File: config.mk
export PLATFORM = sky130hd
export DESIGN_NAME = tpc_front
export DESIGN_NICKNAME = d
export VERILOG_FILES = /design/src/hdl/tree_parent_contraction_unit_macros.svh /design/src/hdl/tpc_pkg.sv /design/src/hdl/tpc_front.sv
export SDC_FILE = /design/constraint.sdc
export NUM_CORES = 1
export LEC_CHECK = 0
export BUFFER_PORTS_ARGS = -buffer_cell sky130_fd_sc_hd__buf_2
export CAP_MARGIN = 0
export CORE_MARGIN = 4
export CORE_UTILIZATION = 35
export CTS_BUF_LIST = sky130_fd_sc_hd__clkbuf_4 sky130_fd_sc_hd__clkbuf_8
export DETAILED_ROUTE_END_ITERATION = 6
export GPL_TIMING_DRIVEN = 0
export SYNTH_ARGS = -nofsm -noshare
export SYNTH_HDL_FRONTEND = slang
export SYNTH_SLANG_ARGS = --single-unit
File: constraint.sdc
create_clock -name clk -period 4.4 [get_ports clk]
set_input_delay 0.22 -clock clk [delete_from_list [all_inputs] [get_ports clk]]
set_output_delay 0.22 -clock clk [all_outputs]
set_load 0.005 [all_outputs]
File: src/hdl/tree_parent_contraction_unit_macros.svh
// Assertion macros shared by the contraction unit.
`ifndef TREE_PARENT_CONTRACTION_UNIT_MACROS_SVH
`define TREE_PARENT_CONTRACTION_UNIT_MACROS_SVH

// Same-cycle implication under reset.
`define TPC_ASSERT_NOW(label, clk, rst_n, ante, cons) \
	label: assert property (@(posedge clk) disable iff (!(rst_n)) (ante) |-> (cons)) \
		else $error("tpc assertion failed");

// Next-cycle implication under reset.
`define TPC_ASSERT_NEXT(label, clk, rst_n, ante, cons) \
	label: assert property (@(posedge clk) disable iff (!(rst_n)) (ante) |=> (cons)) \
		else $error("tpc assertion failed");

`endif

File: src/hdl/tpc_pkg.sv
// Types and constants of the tree parent contraction unit.
package tpc_pkg;

	localparam int NODE_BITS   = 10;
	localparam int TABLE_DEPTH = 1024;
	localparam int MAX_NODES   = 1024;
	localparam int SIZE_BITS   = 24;
	localparam int STEP_BITS   = (MAX_NODES > 2) ? $clog2(MAX_NODES) : 1;
	localparam int QUEUE_DEPTH = 4;
	localparam int QPTR_BITS   = $clog2(QUEUE_DEPTH);
	localparam int QCNT_BITS   = $clog2(QUEUE_DEPTH + 1);

	typedef enum logic {
		OP_LOAD,
		OP_QUERY
	} op_t;

	typedef struct packed {
		logic        mode;
		logic [9:0]  node;
		logic [9:0]  parent;
		logic        has_parent;
		logic [23:0] set_size;
	} req_t;

	typedef struct packed {
		logic [9:0] queried_node;
		logic [9:0] contracted_parent;
		logic       has_contracted;
		logic       walk_error;
	} rsp_t;

	typedef struct packed {
		logic                 has_parent;
		logic [NODE_BITS-1:0] parent;
	} link_t;

	typedef struct packed {
		op_t                  op;
		logic [NODE_BITS-1:0] node;
		link_t                link;
		logic [SIZE_BITS-1:0] size;
	} entry_t;

endpackage

File: src/hdl/tpc_front.sv
// Front end: classifies incoming words and queues them for the walker.
module tpc_front import tpc_pkg::*; (
	input  logic   clk,
	input  logic   arst_n,
	input  logic   req_valid,
	output logic   req_stall,
	input  req_t   req,
	input  logic   pop,
	output logic   q_valid,
	output entry_t q_entry
);

	entry_t               queue_q [QUEUE_DEPTH];
	logic [QPTR_BITS-1:0] wr_ptr_q;
	logic [QPTR_BITS-1:0] rd_ptr_q;
	logic [QCNT_BITS-1:0] cnt_q;
	entry_t               cls;
	logic [31:0]          size_ext;
	logic                 push;
	logic                 take;

	always_comb begin
		size_ext = 32'(req.set_size);
		cls.op = req.mode ? OP_QUERY : OP_LOAD;
		cls.node = req.node;
		// a root stores parent 0 with the valid bit clear
		cls.link.has_parent = req.has_parent;
		cls.link.parent = req.has_parent ? req.parent : '0;
		cls.size = size_ext[SIZE_BITS-1:0];
	end

	assign req_stall = (cnt_q == QCNT_BITS'(QUEUE_DEPTH));
	assign push = req_valid && !req_stall;
	assign q_valid = (cnt_q != '0);
	assign take = pop && q_valid;
	assign q_entry = queue_q[rd_ptr_q];

	always_ff @(posedge clk) begin
		if (push) begin
			queue_q[wr_ptr_q] <= cls;
		end
	end

	always_ff @(posedge clk or negedge arst_n) begin
		if (!arst_n) begin
			wr_ptr_q <= '0;
			rd_ptr_q <= '0;
			cnt_q <= '0;
		end else begin
			if (push) begin
				wr_ptr_q <= wr_ptr_q + 1'b1;
			end
			if (take) begin
				rd_ptr_q <= rd_ptr_q + 1'b1;
			end
			case ({push, take})
				2'b10: cnt_q <= cnt_q + 1'b1;
				2'b01: cnt_q <= cnt_q - 1'b1;
				default: cnt_q <= cnt_q;
			endcase
		end
	end

endmodule

==> reports/metrics.yaml <==
power:
  fin_total_pwr_w: 0.00520
  leakage_nw: 3.02
  peakVddDrop_v: 0.000273
  p_per_area_nw_per_um2: 595
final_layout:
  instances_no_fill: 721
  layout.nets: 499
  drive_above_1_share: 0.423
  antennaDiodeCount: 0
  area_growth_pct: 22.8
floorplan:
  top_level_ports: 98
  die_area_um2: 22700
  rows: 51
  die_w_um: 151
  die_height_um: 151
  start_util: 0.361
  core_um2: 19700
setup_path:
  cpMaxStageDelayCell: "mux4_2"
  crit_chain: "buf_6 > buf_6 > mux4_2 > buf_2"
  cp-start-kind: "register"
  cpMostUsedCell: "buf_6"
  path_class: "reg -> out"
  arrival_ns: 2.00
  crit_fanout: 10
  crit_required_ns: 4.18
  crit_path_end_kind: "primary output"
  cp_top_family: "buffers and inverters"
  slowest_delay_ns: 0.54
  path_buf_inv: 3
grt:
  grt_max_degree: 26
  antenna_found_initial: 0
  grt_pass1_vias: 3746
  grt.overflow.total: 0
  grt_use_total: 0.125
  grt_pass1_wl_um: 20900
clock_network:
  clkTransAtPathRegs_ns: 0.09
  clock-root-buffer: "clkbuf_8"
  clock_latency_ns: 0.44
  cts.sinks: 191
  clk_path_buf_depth: 2
  cts_setup_buffers: 0
  cts_resized: 0
  cts_buffers: 17
  cts_tree: "yes"
  htree_levels: 4
logic_synthesis:
  yosysTopAreaCell: "edfxtp_1"
  yosys_warnings: 0
  syn-instance-count: 287
  synth_area_leaders: "edfxtp_1, mux4_2, dfrtp_1, and2_1, ha_1"
  syn_nets: 343
  synth.distinct_cells: 21
  avgSynthCellArea_um2: 24.8
  netlist_area_um2: 7120
  synth-seq-area-share: 0.801
  synth_top_area_share: 0.776
  ys_ff_latch: 191
sta:
  clock_skew_ns: 0.00973
  finalWorstPathRequiredPeriod_ns: 2.22
  tns_ns: 0
  rsz0062_at_grt: "no"
  max_freq_mhz: 450
  hold_violations: 0
  drv_slew: 0
  relSlewSlack: 0.560
  timing.final.crit_share: 0.505
  tightest_slew_ns: 0.660
  setup_viol: 0
drt:
  vias: 3318
  avgViaCountPerCell: 4.60
  drtIter0Drc: 133
  wl_per_cell_um: 18.4
  drcViolationCount: 0
  firstDrtPassIters: 4
  drt_wl_total_um: 13300
  ant_nets: 0
placement:
  io_buffers: 97
  hpwl_um: 8230
  place.gp.congestion: 0.668
  dpl.cell_count: 653
worst_hold_path:
  holdCritPathClass: "in -> async"
job:
  cap_violations: 0
status:
  status: "finished clean"
routing by layer:
| layer | up-vias | routed length (µm) | GRT usage |
|---|---|---|---|
| li1 | 1506 | - | - |
| met1 | 1731 | 5510 | 0.150 |
| met2 | 75 | 7110 | 0.221 |
| met3 | 6 | 619 | 0.0388 |
| met4 | 0 | 56 | 0.0299 |
| met5 | - | 0 | 0 |
area by class of cell:
cell class              instances  area [µm²]
clock inverters                13         114
multi-input cells              80        1330
flip-flops and latches        191        5700
repair buffers                137         926
fillers                      1714       11000
well taps                     265         332
plain buffers                  10        72.6
inverters                       6        22.5
clock buffers                  19         249
Yosys cell counts:
cell,instances
clkbuf_1,1
inv_1,6
and2_1,14
dfrtp_1,7
ha_1,5
o31a_1,1
fa_1,1
nor3b_2,1
nand2_1,1
mux2_2,1
buf_2,4
xor2_1,3
nor2_1,1
xnor2_1,3
mux4_2,46
mux2i_1,1
edfxtp_1,184
nor2b_2,1
or3_1,1
buf_6,3
buf_4,2
worst paths after layout:
path | end | cells after the start | from | slack, ns
max in group asynchronous | wr_ptr_q[0] | 2 | arst_n | 4.12
min | cnt_q[2] | 2 | arst_n | 0.13
max reg2reg | queue_q[3][22] | 4 | cnt_q[2] | 2.31
max | q_entry[33] | 4 | rd_ptr_q[0] | 2.18
min in group clk | queue_q[3][25] | 2 | req[26] | 0.14
min reg2reg | cnt_q[2] | 1 | cnt_q[2] | 0.51
per-stage QoR:
| step | util | area (µm²) | worst slack (ns) | hold slack, ns |
|---|---|---|---|---|
| after floorplan | - | 7120 | 2.07 | -0.0756 |
| after global placement | 0.403 | 7940 | 1.01 | 0.0573 |
| after detailed placement | 0.407 | 8020 | 2.23 | 0.0588 |
| after CTS | 0.443 | 8740 | 2.05 | 0.0897 |
| after global routing | 0.443 | 8740 | 2.01 | 0.0983 |
| final | 0.443 | 8740 | 2.18 | 0.129 |
cell families (layout without fill, tap and decap cells):
group | after synthesis | after routing | share of synthesized area
simple gates | 19 | 19 | 0.0172
compound gates | 1 | 1 | 0.00123
buf+inv | 16 | 185 | 0.0134
mux | 48 | 48 | 0.149
fa+ha+maj | 6 | 6 | 0.0116
flops | 191 | 191 | 0.801
xor+xnor | 6 | 6 | 0.00738
placed cells by master (no fill, tap or decap), types with 3 or more instances in the layout:
master         Yosys  routed
and2_2             0       4
ha_1               5       5
xor2_1             3       3
dfrtp_1            7       7
buf_12             0       4
buf_2              4     101
edfxtp_1         184     184
dlygate4sd3_1      0      36
mux4_2            46      46
clkbuf_8           0      17
xnor2_1            3       3
buf_6              3       3
and2_1            14      10
clkinv_2           0       3
inv_1              6       6
where the power goes:
part           switching, W  internal [W]  leakage (nW)  total [W]
combinational      0.000821      0.000825          1.06    0.00165
sequential        0.0000917       0.00241          1.77    0.00250
clock              0.000594      0.000462         0.184    0.00106
total               0.00151       0.00369          3.02    0.00520
state kept, by name, summed over array words and instances, names as in the netlist:
name	cells
cnt_q	3
queue_q	184
rd_ptr_q	2
wr_ptr_q	2
timing repair:
action | in CTS | in global routing
endpoints found under the setup margin | 0 | 0
endpoints found under the hold margin | 147 | 0
hold buffers | 36 | 0
(Power assumes the default switching activity.)
